==> src/rtl/lcc_pkg.sv <==
package lcc_pkg;

    // Fixed field geometry
    localparam int GROUP_SIZE = 8;
    localparam int COEFF_W    = 12;
    localparam int VAL_W      = 5;
    localparam int BITS_W     = 3;
    localparam int PACKED_W   = 40;
    // Compress numerator (c << d) + Q/2 stays below 2^18 for any modulus that fits in COEFF_W
    localparam int NUM_W      = 18;

    localparam logic [BITS_W-1:0] BITS_MIN   = 3'd1;
    localparam logic [BITS_W-1:0] BITS_MAX   = 3'd5;
    localparam logic [BITS_W-1:0] BITS_RESET = 3'd4;

    // Function codes
    localparam logic FUNC_COMPRESS   = 1'b0;
    localparam logic FUNC_DECOMPRESS = 1'b1;

    // Register map
    localparam int APB_DATA_W = 32;
    localparam int ADDR_W     = 3;
    localparam int REG_IDX_W  = ADDR_W - 2;
    localparam logic [REG_IDX_W-1:0] REG_COMPRESS_BITS = 1'b0;

    // Stage loads and per-stage mode passed to every lane
    typedef struct packed {
        logic              ld1;
        logic              ld2;
        logic              ld3;
        logic              func0;
        logic [BITS_W-1:0] d0;
        logic              func1;
        logic              func2;
        logic [BITS_W-1:0] d2;
    } lcc_ctl_t;

    // Saturate the raw register to the supported range
    function automatic logic [BITS_W-1:0] clamp_bits(input logic [BITS_W-1:0] raw);
        logic [BITS_W-1:0] d;
        d = raw;
        if (d < BITS_MIN) d = BITS_MIN;
        if (d > BITS_MAX) d = BITS_MAX;
        return d;
    endfunction

    // Low d bits set
    function automatic logic [VAL_W-1:0] bits_mask(input logic [BITS_W-1:0] d);
        logic [VAL_W-1:0] m;
        m = '0;
        for (int i = 0; i < VAL_W; i++) begin
            if (i < int'(d)) m[i] = 1'b1;
        end
        return m;
    endfunction

    // Rounding term 2^(d-1)
    function automatic logic [VAL_W-1:0] round_bit(input logic [BITS_W-1:0] d);
        logic [VAL_W-1:0] r;
        r = '0;
        for (int i = 0; i < VAL_W; i++) begin
            if (i == int'(d) - 1) r[i] = 1'b1;
        end
        return r;
    endfunction

endpackage

==> src/rtl/lcc_in_if.sv <==
interface lcc_in_if;
    logic                              valid;
    logic                              ready;
    logic                              func;
    logic [lcc_pkg::PACKED_W-1:0]      in_packed;
    logic [lcc_pkg::COEFF_W-1:0]       in_coeff_0;
    logic [lcc_pkg::COEFF_W-1:0]       in_coeff_1;
    logic [lcc_pkg::COEFF_W-1:0]       in_coeff_2;
    logic [lcc_pkg::COEFF_W-1:0]       in_coeff_3;
    logic [lcc_pkg::COEFF_W-1:0]       in_coeff_4;
    logic [lcc_pkg::COEFF_W-1:0]       in_coeff_5;
    logic [lcc_pkg::COEFF_W-1:0]       in_coeff_6;
    logic [lcc_pkg::COEFF_W-1:0]       in_coeff_7;

    modport source (
        output valid, func, in_packed,
        output in_coeff_0, in_coeff_1, in_coeff_2, in_coeff_3,
        output in_coeff_4, in_coeff_5, in_coeff_6, in_coeff_7,
        input  ready
    );

    modport sink (
        input  valid, func, in_packed,
        input  in_coeff_0, in_coeff_1, in_coeff_2, in_coeff_3,
        input  in_coeff_4, in_coeff_5, in_coeff_6, in_coeff_7,
        output ready
    );
endinterface

==> src/rtl/lcc_out_if.sv <==
interface lcc_out_if;
    logic                              valid;
    logic                              ready;
    logic [lcc_pkg::PACKED_W-1:0]      out_packed;
    logic [lcc_pkg::COEFF_W-1:0]       out_coeff_0;
    logic [lcc_pkg::COEFF_W-1:0]       out_coeff_1;
    logic [lcc_pkg::COEFF_W-1:0]       out_coeff_2;
    logic [lcc_pkg::COEFF_W-1:0]       out_coeff_3;
    logic [lcc_pkg::COEFF_W-1:0]       out_coeff_4;
    logic [lcc_pkg::COEFF_W-1:0]       out_coeff_5;
    logic [lcc_pkg::COEFF_W-1:0]       out_coeff_6;
    logic [lcc_pkg::COEFF_W-1:0]       out_coeff_7;

    modport source (
        output valid, out_packed,
        output out_coeff_0, out_coeff_1, out_coeff_2, out_coeff_3,
        output out_coeff_4, out_coeff_5, out_coeff_6, out_coeff_7,
        input  ready
    );

    modport sink (
        input  valid, out_packed,
        input  out_coeff_0, out_coeff_1, out_coeff_2, out_coeff_3,
        input  out_coeff_4, out_coeff_5, out_coeff_6, out_coeff_7,
        output ready
    );
endinterface

==> src/rtl/lcc_cfg.sv <==
module lcc_cfg (
    input  logic                                clk,
    input  logic                                rst_n,
    input  logic                                psel,
    input  logic                                penable,
    input  logic                                pwrite,
    input  logic [lcc_pkg::ADDR_W-1:0]          paddr,
    input  logic [lcc_pkg::APB_DATA_W-1:0]      pwdata,
    output logic [lcc_pkg::APB_DATA_W-1:0]      prdata,
    output logic                                pready,
    output logic [lcc_pkg::BITS_W-1:0]          bits
);

    logic [lcc_pkg::BITS_W-1:0]    bits_reg;
    logic [lcc_pkg::REG_IDX_W-1:0] reg_idx;
    logic                          wr_en;

    assign reg_idx = paddr[lcc_pkg::ADDR_W-1:2];
    assign wr_en   = psel && penable && pwrite;
    assign pready  = 1'b1;
    assign bits    = bits_reg;

    // Capture the register on the access phase of a write
    always_ff @(posedge clk or negedge rst_n)
    begin
        if (!rst_n)
        begin
            bits_reg <= lcc_pkg::BITS_RESET;
        end
        else if (wr_en && (reg_idx == lcc_pkg::REG_COMPRESS_BITS))
        begin
            bits_reg <= pwdata[lcc_pkg::BITS_W-1:0];
        end
    end

    // Read decode
    always_comb
    begin
        unique case (reg_idx)
            lcc_pkg::REG_COMPRESS_BITS: prdata = lcc_pkg::APB_DATA_W'(bits_reg);
            default:                    prdata = '0;
        endcase
    end

endmodule

==> src/rtl/lcc_lane.sv <==
module lcc_lane #(
    parameter int MODULUS = 3329
) (
    input  logic                             clk,
    input  lcc_pkg::lcc_ctl_t                ctl,
    input  logic [lcc_pkg::COEFF_W-1:0]      coeff,
    input  logic [lcc_pkg::VAL_W-1:0]        value,
    output logic [lcc_pkg::COEFF_W-1:0]      result
);

    localparam int NUM_W  = lcc_pkg::NUM_W;
    localparam int PROD_W = NUM_W + lcc_pkg::COEFF_W;
    localparam logic [lcc_pkg::COEFF_W-1:0] Q_C    = lcc_pkg::COEFF_W'(MODULUS);
    localparam logic [NUM_W-1:0]            Q_N    = NUM_W'(MODULUS);
    localparam logic [NUM_W-1:0]            HALF_Q = NUM_W'(MODULUS / 2);
    // floor(2^NUM_W / Q): quotient estimate is low by at most one
    localparam logic [NUM_W-1:0]            RECIP  = NUM_W'((2 ** NUM_W) / MODULUS);

    logic [lcc_pkg::COEFF_W-1:0] reduced;
    logic [NUM_W-1:0]            num;
    logic [NUM_W-1:0]            opnd1_next;
    logic [NUM_W-1:0]            opnd1_reg;
    logic [2*NUM_W-1:0]          recip_prod;
    logic [NUM_W-1:0]            expand_prod;
    logic [NUM_W-1:0]            mul2_next;
    logic [NUM_W-1:0]            mul2_reg;
    logic [NUM_W-1:0]            opnd2_reg;
    logic [PROD_W-1:0]           back_prod;
    logic [NUM_W-1:0]            rem;
    logic [NUM_W-1:0]            quot;
    logic [lcc_pkg::VAL_W-1:0]   code;
    logic [NUM_W-1:0]            round_sum;
    logic [NUM_W-1:0]            expanded;
    logic [lcc_pkg::COEFF_W-1:0] result_next;
    logic [lcc_pkg::COEFF_W-1:0] result_reg;

    // Stage 1: reduce once, scale and add half modulus, or take the value when decompressing
    always_comb
    begin
        reduced    = (coeff >= Q_C) ? coeff - Q_C : coeff;
        num        = (NUM_W'(reduced) << ctl.d0) + HALF_Q;
        opnd1_next = (ctl.func0 == lcc_pkg::FUNC_DECOMPRESS) ? NUM_W'(value) : num;
    end

    always_ff @(posedge clk)
    begin
        if (ctl.ld1)
        begin
            opnd1_reg <= opnd1_next;
        end
    end

    // Stage 2: reciprocal multiply or v * Q
    always_comb
    begin
        recip_prod  = (2*NUM_W)'(opnd1_reg) * (2*NUM_W)'(RECIP);
        expand_prod = NUM_W'(opnd1_reg[lcc_pkg::VAL_W-1:0]) * Q_N;
        mul2_next   = (ctl.func1 == lcc_pkg::FUNC_DECOMPRESS) ? expand_prod
                                                               : recip_prod[2*NUM_W-1:NUM_W];
    end

    always_ff @(posedge clk)
    begin
        if (ctl.ld2)
        begin
            mul2_reg  <= mul2_next;
            opnd2_reg <= opnd1_reg;
        end
    end

    // Stage 3: correct the quotient, or round and shift the expansion
    always_comb
    begin
        back_prod   = PROD_W'(mul2_reg) * PROD_W'(Q_C);
        rem         = opnd2_reg - back_prod[NUM_W-1:0];
        quot        = mul2_reg + NUM_W'(rem >= Q_N);
        code        = quot[lcc_pkg::VAL_W-1:0] & lcc_pkg::bits_mask(ctl.d2);
        round_sum   = mul2_reg + NUM_W'(lcc_pkg::round_bit(ctl.d2));
        expanded    = round_sum >> ctl.d2;
        result_next = (ctl.func2 == lcc_pkg::FUNC_DECOMPRESS) ? expanded[lcc_pkg::COEFF_W-1:0]
                                                               : lcc_pkg::COEFF_W'(code);
    end

    always_ff @(posedge clk)
    begin
        if (ctl.ld3)
        begin
            result_reg <= result_next;
        end
    end

    assign result = result_reg;

endmodule

==> src/rtl/lattice_coeff_compress_pack.sv <==
// Pipeline: four register stages, the three lane stages plus the packing
// output register. Throughput: one group of eight coefficients per cycle
// while the receiver is ready; each stage advances when it is empty or its
// successor advances, so bubbles collapse under stall.
// Reset: rst_n clears all stage valid bits and sets compress_bits to 4.
module lattice_coeff_compress_pack #(
    parameter int MODULUS = 3329
) (
    input  logic                                clk,
    input  logic                                rst_n,
    lcc_in_if.sink                              in_ch,
    lcc_out_if.source                           out_ch,
    input  logic                                psel,
    input  logic                                penable,
    input  logic                                pwrite,
    input  logic [lcc_pkg::ADDR_W-1:0]          paddr,
    input  logic [lcc_pkg::APB_DATA_W-1:0]      pwdata,
    output logic [lcc_pkg::APB_DATA_W-1:0]      prdata,
    output logic                                pready
);

    localparam int GS = lcc_pkg::GROUP_SIZE;
    localparam int CW = lcc_pkg::COEFF_W;
    localparam int VW = lcc_pkg::VAL_W;
    localparam int BW = lcc_pkg::BITS_W;
    localparam int PW = lcc_pkg::PACKED_W;

    logic [BW-1:0]     bits_raw;
    logic [BW-1:0]     d_in;
    logic [CW-1:0]     coeff_in [GS];
    logic [VW-1:0]     value_in [GS];
    logic [CW-1:0]     res      [GS];

    logic              v1_reg, v2_reg, v3_reg, v4_reg;
    logic              ld1, ld2, ld3, ld4;
    logic              func1_reg, func2_reg, func3_reg;
    logic [BW-1:0]     d1_reg, d2_reg, d3_reg;
    lcc_pkg::lcc_ctl_t ctl;

    logic [PW-1:0]     packed_val;
    logic [PW-1:0]     out_packed_next;
    logic [PW-1:0]     out_packed_reg;
    logic [CW-1:0]     out_coeff_next [GS];
    logic [CW-1:0]     out_coeff_reg  [GS];

    // Configuration register
    lcc_cfg u_cfg (
        .clk     (clk),
        .rst_n   (rst_n),
        .psel    (psel),
        .penable (penable),
        .pwrite  (pwrite),
        .paddr   (paddr),
        .pwdata  (pwdata),
        .prdata  (prdata),
        .pready  (pready),
        .bits    (bits_raw)
    );

    assign d_in = lcc_pkg::clamp_bits(bits_raw);

    assign coeff_in[0] = in_ch.in_coeff_0;
    assign coeff_in[1] = in_ch.in_coeff_1;
    assign coeff_in[2] = in_ch.in_coeff_2;
    assign coeff_in[3] = in_ch.in_coeff_3;
    assign coeff_in[4] = in_ch.in_coeff_4;
    assign coeff_in[5] = in_ch.in_coeff_5;
    assign coeff_in[6] = in_ch.in_coeff_6;
    assign coeff_in[7] = in_ch.in_coeff_7;

    // Unpack eight d-bit values, LSB first
    always_comb
    begin
        for (int j = 0; j < GS; j++)
        begin
            value_in[j] = '0;
        end
        case (d_in)
            3'd1:
            begin
                for (int j = 0; j < GS; j++) value_in[j] = VW'(in_ch.in_packed[j*1 +: 1]);
            end
            3'd2:
            begin
                for (int j = 0; j < GS; j++) value_in[j] = VW'(in_ch.in_packed[j*2 +: 2]);
            end
            3'd3:
            begin
                for (int j = 0; j < GS; j++) value_in[j] = VW'(in_ch.in_packed[j*3 +: 3]);
            end
            3'd4:
            begin
                for (int j = 0; j < GS; j++) value_in[j] = VW'(in_ch.in_packed[j*4 +: 4]);
            end
            default:
            begin
                for (int j = 0; j < GS; j++) value_in[j] = in_ch.in_packed[j*5 +: 5];
            end
        endcase
    end

    // Stage advance: a stage loads when empty or when its successor loads
    assign ld4 = !v4_reg || out_ch.ready;
    assign ld3 = !v3_reg || ld4;
    assign ld2 = !v2_reg || ld3;
    assign ld1 = !v1_reg || ld2;
    assign in_ch.ready = ld1;

    always_ff @(posedge clk or negedge rst_n)
    begin
        if (!rst_n)
        begin
            v1_reg <= 1'b0;
            v2_reg <= 1'b0;
            v3_reg <= 1'b0;
            v4_reg <= 1'b0;
        end
        else
        begin
            if (ld1) v1_reg <= in_ch.valid;
            if (ld2) v2_reg <= v1_reg;
            if (ld3) v3_reg <= v2_reg;
            if (ld4) v4_reg <= v3_reg;
        end
    end

    // Mode and width travel with the data
    always_ff @(posedge clk)
    begin
        if (ld1)
        begin
            func1_reg <= in_ch.func;
            d1_reg    <= d_in;
        end
        if (ld2)
        begin
            func2_reg <= func1_reg;
            d2_reg    <= d1_reg;
        end
        if (ld3)
        begin
            func3_reg <= func2_reg;
            d3_reg    <= d2_reg;
        end
    end

    always_comb
    begin
        ctl.ld1   = ld1;
        ctl.ld2   = ld2;
        ctl.ld3   = ld3;
        ctl.func0 = in_ch.func;
        ctl.d0    = d_in;
        ctl.func1 = func1_reg;
        ctl.func2 = func2_reg;
        ctl.d2    = d2_reg;
    end

    // Eight coefficient lanes
    for (genvar g = 0; g < GS; g++)
    begin : g_lane
        lcc_lane #(
            .MODULUS (MODULUS)
        ) u_lane (
            .clk    (clk),
            .ctl    (ctl),
            .coeff  (coeff_in[g]),
            .value  (value_in[g]),
            .result (res[g])
        );
    end

    // Pack the compressed codes, LSB first
    always_comb
    begin
        packed_val = '0;
        case (d3_reg)
            3'd1:
            begin
                for (int j = 0; j < GS; j++) packed_val[j*1 +: 1] = res[j][0:0];
            end
            3'd2:
            begin
                for (int j = 0; j < GS; j++) packed_val[j*2 +: 2] = res[j][1:0];
            end
            3'd3:
            begin
                for (int j = 0; j < GS; j++) packed_val[j*3 +: 3] = res[j][2:0];
            end
            3'd4:
            begin
                for (int j = 0; j < GS; j++) packed_val[j*4 +: 4] = res[j][3:0];
            end
            default:
            begin
                for (int j = 0; j < GS; j++) packed_val[j*5 +: 5] = res[j][4:0];
            end
        endcase
    end

    // Zero the fields the mode does not use
    always_comb
    begin
        out_packed_next = (func3_reg == lcc_pkg::FUNC_DECOMPRESS) ? '0 : packed_val;
        for (int j = 0; j < GS; j++)
        begin
            out_coeff_next[j] = (func3_reg == lcc_pkg::FUNC_DECOMPRESS) ? res[j] : '0;
        end
    end

    always_ff @(posedge clk)
    begin
        if (ld4)
        begin
            out_packed_reg <= out_packed_next;
            for (int j = 0; j < GS; j++)
            begin
                out_coeff_reg[j] <= out_coeff_next[j];
            end
        end
    end

    assign out_ch.valid       = v4_reg;
    assign out_ch.out_packed  = out_packed_reg;
    assign out_ch.out_coeff_0 = out_coeff_reg[0];
    assign out_ch.out_coeff_1 = out_coeff_reg[1];
    assign out_ch.out_coeff_2 = out_coeff_reg[2];
    assign out_ch.out_coeff_3 = out_coeff_reg[3];
    assign out_ch.out_coeff_4 = out_coeff_reg[4];
    assign out_ch.out_coeff_5 = out_coeff_reg[5];
    assign out_ch.out_coeff_6 = out_coeff_reg[6];
    assign out_ch.out_coeff_7 = out_coeff_reg[7];

endmodule

==> src/flat_wrapper.sv <==
// flat-port wrapper written by rule: the top's interface ports become plain ports
module lattice_coeff_compress_pack_flat 
#(
    parameter int MODULUS = 3329
)
  (clk, rst_n, psel, penable, pwrite, paddr, pwdata, prdata, pready, in_ch_valid, in_ch_func, in_ch_in_packed, in_ch_in_coeff_0, in_ch_in_coeff_1, in_ch_in_coeff_2, in_ch_in_coeff_3, in_ch_in_coeff_4, in_ch_in_coeff_5, in_ch_in_coeff_6, in_ch_in_coeff_7, in_ch_ready, out_ch_valid, out_ch_out_packed, out_ch_out_coeff_0, out_ch_out_coeff_1, out_ch_out_coeff_2, out_ch_out_coeff_3, out_ch_out_coeff_4, out_ch_out_coeff_5, out_ch_out_coeff_6, out_ch_out_coeff_7, out_ch_ready);
  lcc_in_if in_ch_i ();
  lcc_out_if out_ch_i ();
  input  logic clk;
  input  logic rst_n;
  input  logic psel;
  input  logic penable;
  input  logic pwrite;
  input  logic [lcc_pkg::ADDR_W-1:0] paddr;
  input  logic [lcc_pkg::APB_DATA_W-1:0] pwdata;
  output logic [lcc_pkg::APB_DATA_W-1:0] prdata;
  output logic pready;
  input wire logic [$bits(in_ch_i.valid)-1:0] in_ch_valid;
  input wire logic [$bits(in_ch_i.func)-1:0] in_ch_func;
  input wire logic [$bits(in_ch_i.in_packed)-1:0] in_ch_in_packed;
  input wire logic [$bits(in_ch_i.in_coeff_0)-1:0] in_ch_in_coeff_0;
  input wire logic [$bits(in_ch_i.in_coeff_1)-1:0] in_ch_in_coeff_1;
  input wire logic [$bits(in_ch_i.in_coeff_2)-1:0] in_ch_in_coeff_2;
  input wire logic [$bits(in_ch_i.in_coeff_3)-1:0] in_ch_in_coeff_3;
  input wire logic [$bits(in_ch_i.in_coeff_4)-1:0] in_ch_in_coeff_4;
  input wire logic [$bits(in_ch_i.in_coeff_5)-1:0] in_ch_in_coeff_5;
  input wire logic [$bits(in_ch_i.in_coeff_6)-1:0] in_ch_in_coeff_6;
  input wire logic [$bits(in_ch_i.in_coeff_7)-1:0] in_ch_in_coeff_7;
  output wire logic [$bits(in_ch_i.ready)-1:0] in_ch_ready;
  output wire logic [$bits(out_ch_i.valid)-1:0] out_ch_valid;
  output wire logic [$bits(out_ch_i.out_packed)-1:0] out_ch_out_packed;
  output wire logic [$bits(out_ch_i.out_coeff_0)-1:0] out_ch_out_coeff_0;
  output wire logic [$bits(out_ch_i.out_coeff_1)-1:0] out_ch_out_coeff_1;
  output wire logic [$bits(out_ch_i.out_coeff_2)-1:0] out_ch_out_coeff_2;
  output wire logic [$bits(out_ch_i.out_coeff_3)-1:0] out_ch_out_coeff_3;
  output wire logic [$bits(out_ch_i.out_coeff_4)-1:0] out_ch_out_coeff_4;
  output wire logic [$bits(out_ch_i.out_coeff_5)-1:0] out_ch_out_coeff_5;
  output wire logic [$bits(out_ch_i.out_coeff_6)-1:0] out_ch_out_coeff_6;
  output wire logic [$bits(out_ch_i.out_coeff_7)-1:0] out_ch_out_coeff_7;
  input wire logic [$bits(out_ch_i.ready)-1:0] out_ch_ready;
  assign in_ch_i.valid = in_ch_valid;
  assign in_ch_i.func = in_ch_func;
  assign in_ch_i.in_packed = in_ch_in_packed;
  assign in_ch_i.in_coeff_0 = in_ch_in_coeff_0;
  assign in_ch_i.in_coeff_1 = in_ch_in_coeff_1;
  assign in_ch_i.in_coeff_2 = in_ch_in_coeff_2;
  assign in_ch_i.in_coeff_3 = in_ch_in_coeff_3;
  assign in_ch_i.in_coeff_4 = in_ch_in_coeff_4;
  assign in_ch_i.in_coeff_5 = in_ch_in_coeff_5;
  assign in_ch_i.in_coeff_6 = in_ch_in_coeff_6;
  assign in_ch_i.in_coeff_7 = in_ch_in_coeff_7;
  assign in_ch_ready = in_ch_i.ready;
  assign out_ch_valid = out_ch_i.valid;
  assign out_ch_out_packed = out_ch_i.out_packed;
  assign out_ch_out_coeff_0 = out_ch_i.out_coeff_0;
  assign out_ch_out_coeff_1 = out_ch_i.out_coeff_1;
  assign out_ch_out_coeff_2 = out_ch_i.out_coeff_2;
  assign out_ch_out_coeff_3 = out_ch_i.out_coeff_3;
  assign out_ch_out_coeff_4 = out_ch_i.out_coeff_4;
  assign out_ch_out_coeff_5 = out_ch_i.out_coeff_5;
  assign out_ch_out_coeff_6 = out_ch_i.out_coeff_6;
  assign out_ch_out_coeff_7 = out_ch_i.out_coeff_7;
  assign out_ch_i.ready = out_ch_ready;
  lattice_coeff_compress_pack #(.MODULUS(MODULUS)) u_core (.clk(clk), .rst_n(rst_n), .in_ch(in_ch_i), .out_ch(out_ch_i), .psel(psel), .penable(penable), .pwrite(pwrite), .paddr(paddr), .pwdata(pwdata), .prdata(prdata), .pready(pready));
endmodule
==> config.mk <==
export PLATFORM = sky130hd
export DESIGN_NAME = lattice_coeff_compress_pack_flat
export DESIGN_NICKNAME = d
export VERILOG_FILES = /design/src/rtl/lcc_pkg.sv /design/src/rtl/lcc_in_if.sv /design/src/rtl/lcc_out_if.sv /design/src/rtl/lcc_cfg.sv /design/src/rtl/lcc_lane.sv /design/src/rtl/lattice_coeff_compress_pack.sv /design/src/flat_wrapper.sv
export SDC_FILE = /design/constraint.sdc
export NUM_CORES = 2
export LEC_CHECK = 0
export BUFFER_PORTS_ARGS = -buffer_cell sky130_fd_sc_hd__buf_2
export CORE_MARGIN = 2
export CORE_UTILIZATION = 63
export DETAILED_ROUTE_END_ITERATION = 16
export GPL_TIMING_DRIVEN = 0
export PLACE_DENSITY_LB_ADDON = 0.15
export SETUP_SLACK_MARGIN = 0.05
export SYNTH_ARGS = -nofsm -noshare
export SYNTH_HDL_FRONTEND = slang
export SYNTH_SLANG_ARGS = --single-unit
==> constraint.sdc <==
create_clock -name clk -period 19.8 [get_ports clk]
set_input_delay 0.99 -clock clk [delete_from_list [all_inputs] [get_ports clk]]
set_output_delay 0.99 -clock clk [all_outputs]
set_load 0.05 [all_outputs]
; ---- After elaboration in Yosys (flattened, before gate mapping)
; Memories as Yosys holds them, arrays and structs flattened.
; Cells that the tools add are included.
[classes]
shifts = 16
magnitude_cmp = 23
n_eq_ne = 12
muxes = 60
n_bitwise = 9
n_div = 0
n_mul = 24
reduce_logical = 15
n_addsub = 41
[ops]
columns = operator, n
row1 = $mul A18 B6 Y24 const B, 8
row2 = $mux W12, 16
row3 = $pmux W40 S4, 1
row4 = $add A17 B5 Y18, 8
row5 = $add A18 B11 Y18 const B, 8
row6 = $ge A18 B12 Y1 const B, 8
row7 = $mul A17 B12 Y18 const B, 8
row8 = $shl A12 B3 Y18, 8
row9 = $shr A18 B3 Y12, 8
row10 = $sub A18 B18 Y18, 8
row11 = $mul A5 B12 Y17 const B, 8
row12 = $ge A12 B12 Y1 const B, 8
row13 = $sub A12 B12 Y12 const B, 8
row14 = $mux W5, 16
row15 = $pmux W8 S4, 2
row16 = $mux W7, 8
row17 = $add A5 B1 Y5, 8
row18 = $and A5 B5 Y5, 8
row19 = $logic_not A32 Y1, 1
row20 = $pmux W8 S3, 1
row21 = $pmux W8 S2, 1
row22 = $eq A3 B2 Y1 const B, 4
row23 = $mux W1, 12
row24 = $mux W3, 3
row25 = 18 further kinds, 31
[totals]
ramBits = 96
word_cells = 270
mem_count = 1
romBits = 0
latchBits = 0
output_inout_bits = 171
register_bits = 579
[mem_list]
columns = name, depth, word_bits, read_ports, rd_ports_with_merged_regs, wr, line_no
row1 = u_core.out_coeff_reg, 8, 12, 8, 0, 8, lattice_coeff_compress_pack.sv:44  ; logic [CW-1:0] out_coeff_reg [GS];

; ---- Depth between registers and ports, before layout
[depth]
ltp_word = 7
ltp_mapped = 26
depth_no_buf = 26

; ---- Hierarchy
; A second synthesis with hierarchy kept.
[unflattened]
cells_unflattened = 7874
area_unflattened_um2 = 75817.7
[modules_own_cells]
columns = mod, seq_area_each_um2, cells_each, area_each_um2, instances
row1 = lcc_lane at u_core.g_lane[0].u_lane ..., 1921.8, 884, 8410.6, 3
row2 = lcc_lane at u_core.g_lane[4].u_lane, 1921.8, 928, 8724.6, 1
row3 = lcc_lane at u_core.g_lane[2].u_lane, 1921.8, 933, 8672.1, 1
row4 = lcc_lane at u_core.g_lane[6].u_lane, 1921.8, 928, 8585.7, 1
row5 = lcc_lane at u_core.g_lane[7].u_lane, 1921.8, 913, 8540.7, 1
row6 = lcc_lane at u_core.g_lane[5].u_lane, 1921.8, 899, 8444.3, 1
row7 = lattice_coeff_compress_pack, 4544.4, 579, 7214.4, 1
row8 = lcc_cfg, 76.3, 42, 404.1, 1

; ---- Least setup slack after synthesis
; OpenSTA, ideal clock, no wires.
[synth_timing]
kind = in2reg
from = input out_ch_ready
to = register u_core.d2_reg[0] (enable)
arrival_ns = 7.339
path_stages = 2
path_slack_ns = 9.673
path_cell_list = nor2b_1 nand3_1
[synth_via]
elab_chain_cells = 3
[synth_rtl]
columns = element, line_no
row1 = "start, declared", flat_wrapper.sv:40  ; input wire logic [$bits(out_ch_i.ready)-1:0] out_ch_ready;
row2 = $logic_or A1 B1 Y1, lattice_coeff_compress_pack.sv:103  ; assign ld4 = !v4_reg || out_ch.ready;
row3 = $logic_or A1 B1 Y1, lattice_coeff_compress_pack.sv:104  ; assign ld3 = !v3_reg || ld4;
row4 = $logic_or A1 B1 Y1, lattice_coeff_compress_pack.sv:105  ; assign ld2 = !v2_reg || ld3;
row5 = via u_core.ld2, lattice_coeff_compress_pack.sv:35  ; logic ld1, ld2, ld3, ld4;
row6 = "end signal, assigned", lattice_coeff_compress_pack.sv:138  ; d2_reg <= d1_reg;
row7 = "end, declared", lattice_coeff_compress_pack.sv:37  ; logic [BW-1:0] d1_reg, d2_reg, d3_reg;
; The timed path passes the listed nets, and every way through them passes these cells.
; A chain may end at the register's enable or synchronous reset.

; ---- Worst setup path after layout
[layout_timing]
from = register u_core.d2_reg[1]
to = register u_core.g_lane[5].u_lane.result_reg (netlist bit u_core.g_lane[5].u_lane.result[4]), data pin
[layout_via]
elab_chain_cells = 6
elab_cells_between_ends = 17
[layout_rtl]
columns = element, line_no
row1 = $sub A3 B1 Y4, lcc_pkg.sv:62  ; if (i == int'(d) - 1) r[i] = 1'b1;
row2 = $logic_not A32 Y1 (tied with other cells), lcc_pkg.sv:62
row3 = $mux W1, lcc_pkg.sv:62
row4 = $add A17 B5 Y18, lcc_lane.sv:78  ; round_sum = mul2_reg + NUM_W'(lcc_pkg::round_bit(ctl.d2));
row5 = $shr A18 B3 Y12, lcc_lane.sv:79  ; expanded = round_sum >> ctl.d2;
row6 = $mux W5 *, lcc_lane.sv:80  ; result_next = (ctl.func2 == lcc_pkg::FUNC_DECOMPRESS) ? expanded[lcc_pkg::COEFF_W-1:0]
row7 = via u_core.g_lane[5].u_lane.result_next (one bit), lcc_lane.sv:34  ; logic [lcc_pkg::COEFF_W-1:0] result_next;
row8 = "end signal, assigned", lcc_lane.sv:88  ; result_reg <= result_next;
row9 = "end, declared", lcc_lane.sv:35  ; logic [lcc_pkg::COEFF_W-1:0] result_reg;
; The timed path passes the listed nets; every way through them passes the cells marked *.

==> flow_metrics.env <==
export IMPL_outcome="finished clean"
export IMPL_post_route_util_pct=68.8
export IMPL_max_slew_margin_rel_pct=2.32
export IMPL_fp_coreArea_um2=114000
export IMPL_holdCritPathClass="in2async"
export IMPL_setup_viol=0
export IMPL_crit_path_max_cell_delay_ns=0.90
export IMPL_groute_usage_overall_pct=41.5
export IMPL_drt_first_pass_iters=7
export IMPL_ctsLongestPathBuffers=3
export IMPL_die_area_um2=118000
export IMPL_dpl_cell_area_um2=76000
export IMPL_synth_seq_area_share_pct=27.6
export IMPL_number_of_endpoints_with_negative_hold_slack_in_the_final_report=0
export IMPL_ctsRootBufferMaster="sky130_fd_sc_hd__clkbuf_16"
export IMPL_cts_htree_levels=3
export IMPL_synthArstFlopShare_pct=1.05
export IMPL_ant_nets=0
export IMPL_number_of_synthesized_flops_with_an_enable_pin=660
export IMPL_finalSetupTns_ns=0
export IMPL_tritoncts_num_sinks=667
export IMPL_tritoncts="yes"
export IMPL_r2r_worst_path_cells=16
export IMPL_timing_clock_skew_ns=0.0288
export IMPL_crit_required_ns=20.16
export IMPL_finalMaxSlewViolations=0
export IMPL_period_minus_slack_ns=7.62
export IMPL_fin_nets=9694
export IMPL_io_pins=350
export IMPL_pin_count_of_the_biggest_net_entering_global_routing=106
export IMPL_finalWeightedCongestion=1.05
export IMPL_crit_fanout=10
export IMPL_use_met3_pct=7.63
export IMPL_fp_dieW_um=343
export IMPL_drt_iter0_markers=6144
export IMPL_grt_antenna_before_repair=5
export IMPL_grt_pass1_vias=60600
export IMPL_initial_utilization_pct=63.4
export IMPL_cts_inserted_buffers=76
export IMPL_worstSkewPairLatency_ns=0.68
export IMPL_grt_setup_unrepaired="no"
export IMPL_cp_start_kind="flip-flop"
export IMPL_vias=60600
export IMPL_drt_wl_total_um=245000
export IMPL_timing_critical_path_arrival_ns=7.99
export IMPL_crit_chain="buf_1, clkbuf_1, clkbuf_1, clkbuf_1, nand3_1, inv_1, ha_1, a21o_1, a21oi_1, o21ai_0, a21oi_1, xnor2_1, o21a_1, nor2_1, a21oi_1, o21ai_0"
export IMPL_dr_wl_cell_um=25.6
export IMPL_crit_path_end_kind="flip-flop"
export IMPL_clk_pin_slew_ns=0.06
export IMPL_global_route_overflow_total=0
export IMPL_die_height_um=343
export IMPL_grt_use_met1_pct=51.8
export IMPL_dp_hpwl_um=198000
export IMPL_stdcell_area_um2=78600
export IMPL_final_min_period_over_clock_period_pct=38.5
export IMPL_clock_fmax_ghz=0.131
export IMPL_groute_layer_met2_usage_pct=66.2
export IMPL_ys_dominant_reg_cell="sky130_fd_sc_hd__edfxtp_1"
export IMPL_placement_io_buffers=265
export IMPL_cap_violations=0
export IMPL_synth_cell_types=108
export IMPL_via_per_inst=6.33
export IMPL_grt_pass1_wl_um=366000
export IMPL_flow_area_growth_from_synthesis_pct=8.55
export IMPL_timing_worst_setup_path_type="reg2reg"
export IMPL_critical_path_slowest_cell="sky130_fd_sc_hd__nand3_1"
export IMPL_std_cell_rows=124
export IMPL_fin_hold_ws_ns=0.214
export IMPL_postSynthAreaPerCell_um2=9.52
export IMPL_global_route_hottest_layer="met2"
export IMPL_worst_pin_slew_ns=1.47
export IMPL_holdBufCountCts=0
export IMPL_synthesis_area_um2=72400
export IMPL_layout_drive_gt1_share_pct=7.18
export IMPL_cts_repair_resized=0
export IMPL_route_detailed_drc=0
export IMPL_netlist_instances=7599
export IMPL_ys_warnings_count=0
export IMPL_postSynthRegisterBits=667
export IMPL_post_cts_setup_buffers=0
[synthesized netlist by cell type, types with 41 or more instances]
master                     number  area, um^2
sky130_fd_sc_hd__inv_1       1327        4980
sky130_fd_sc_hd__ha_1        1112       13900
sky130_fd_sc_hd__edfxtp_1     660       19800
sky130_fd_sc_hd__fa_1         416        8330
sky130_fd_sc_hd__nor2_1       407        1530
sky130_fd_sc_hd__nand2_1      401        1510
sky130_fd_sc_hd__o21ai_0      372        1860
sky130_fd_sc_hd__a21oi_1      357        1790
sky130_fd_sc_hd__and2_1       235        1470
sky130_fd_sc_hd__xnor2_1      228        2000
sky130_fd_sc_hd__clkbuf_1     211         792
sky130_fd_sc_hd__mux2i_1      153        1530
sky130_fd_sc_hd__nor3_1       133         666
sky130_fd_sc_hd__xor2_1        98         858
sky130_fd_sc_hd__a21o_1        94         706
sky130_fd_sc_hd__a211oi_1      84         631
sky130_fd_sc_hd__nand3_1       72         360
sky130_fd_sc_hd__o211ai_1      72         541
sky130_fd_sc_hd__o22ai_1       61         382
sky130_fd_sc_hd__nand2b_1      51         319
sky130_fd_sc_hd__o21a_1        50         375
sky130_fd_sc_hd__nor2b_1       49         307
sky130_fd_sc_hd__mux2_2        47         529
sky130_fd_sc_hd__a221oi_1      45         394
sky130_fd_sc_hd__o31ai_1       42         315
sky130_fd_sc_hd__a31oi_1       41         257
[layout by cell type (no fill, tap or decap), types with 72 or more instances in the layout]
cell,synthesis,routed
sky130_fd_sc_hd__inv_1,1327,1326
sky130_fd_sc_hd__ha_1,1112,1112
sky130_fd_sc_hd__edfxtp_1,660,660
sky130_fd_sc_hd__fa_1,416,416
sky130_fd_sc_hd__nor2_1,407,407
sky130_fd_sc_hd__nand2_1,401,400
sky130_fd_sc_hd__o21ai_0,372,372
sky130_fd_sc_hd__a21oi_1,357,357
sky130_fd_sc_hd__buf_2,23,288
sky130_fd_sc_hd__and2_1,235,235
sky130_fd_sc_hd__xnor2_1,228,228
sky130_fd_sc_hd__clkbuf_1,211,217
sky130_fd_sc_hd__mux2i_1,153,153
sky130_fd_sc_hd__nor3_1,133,132
sky130_fd_sc_hd__xor2_1,98,98
sky130_fd_sc_hd__a21o_1,94,94
sky130_fd_sc_hd__a211oi_1,84,83
sky130_fd_sc_hd__clkbuf_16,0,77
sky130_fd_sc_hd__o211ai_1,72,72
[critical path: cells and delay by family, from the launching register on]
kind,cells,cell delay [ns]
AND/OR/NAND/NOR,2,1.00
flip-flops,1,0.57
buffers and inverters,5,3.48
AO/OA/AOI/OAI,7,1.79
XOR/XNOR,1,0.12
adder cells (fa/ha/maj),1,0.34
[routing by layer]
metal  wire length, um  up-vias
met2            110000     3448
met1             92400    29000
met4             19300        2
li1                  -    27200
met5                13        -
met3             22800      948
[final timing paths]
| path | startpoint | endpoint | slack [ns] |
|---|---|---|---|
| max in group asynchronous | rst_n | u_core.u_cfg.bits[2]$_DFFE_PN1P_ | 19.29 |
| worst min-delay path | rst_n | u_core.v1_reg$_DFFE_PN0P_ | 0.21 |
| min in group clk | u_core.d1_reg[1]$_DFFE_PP_ | u_core.d2_reg[1]$_DFFE_PP_ | 0.42 |
| worst min register to register | u_core.d1_reg[1]$_DFFE_PP_ | u_core.d2_reg[1]$_DFFE_PP_ | 0.42 |
| worst max-delay path | u_core.d2_reg[1]$_DFFE_PP_ | u_core.g_lane[5].u_lane.result[4]$_DFFE_PP_ | 12.18 |
| worst max register to register | u_core.d2_reg[1]$_DFFE_PP_ | u_core.g_lane[5].u_lane.result[4]$_DFFE_PP_ | 12.18 |
[cell families after synthesis]
logic type | synth area share [%]
AOI/OAI and AO/OA | 14.6
other | 0.0104
and+or+nand+nor | 11.5
DFF | 27.6
muxes | 2.87
xor gates and xnor gates | 3.97
buffers and inverters | 8.69
adders and majority gates | 30.7
[final cells by class]
class / instances / area (um^2)
antenna: 7 / 17.5
buffer: 307 / 1300
clock buffer: 83 / 1950
clock inverter: 56 / 542
fill: 8498 / 35600
inverter: 1329 / 4990
multi-input combinational: 5324 / 46200
sequential: 667 / 20000
tap: 1512 / 1890
timing repair buffer: 282 / 1650
[through the flow]
stage          std cells  setup WS, ns
2_1_floorplan       7627          9.67
3_3_place_gp        9404          5.12
3_5_place_dp        9421         12.53
4_1_cts             9560         12.56
5_1_grt             9561         12.20
6_report            9567         12.18
Power is left out: the tool's default activity adds up to more than one toggle a clock period on the data nets, which glitch-free logic cannot reach.
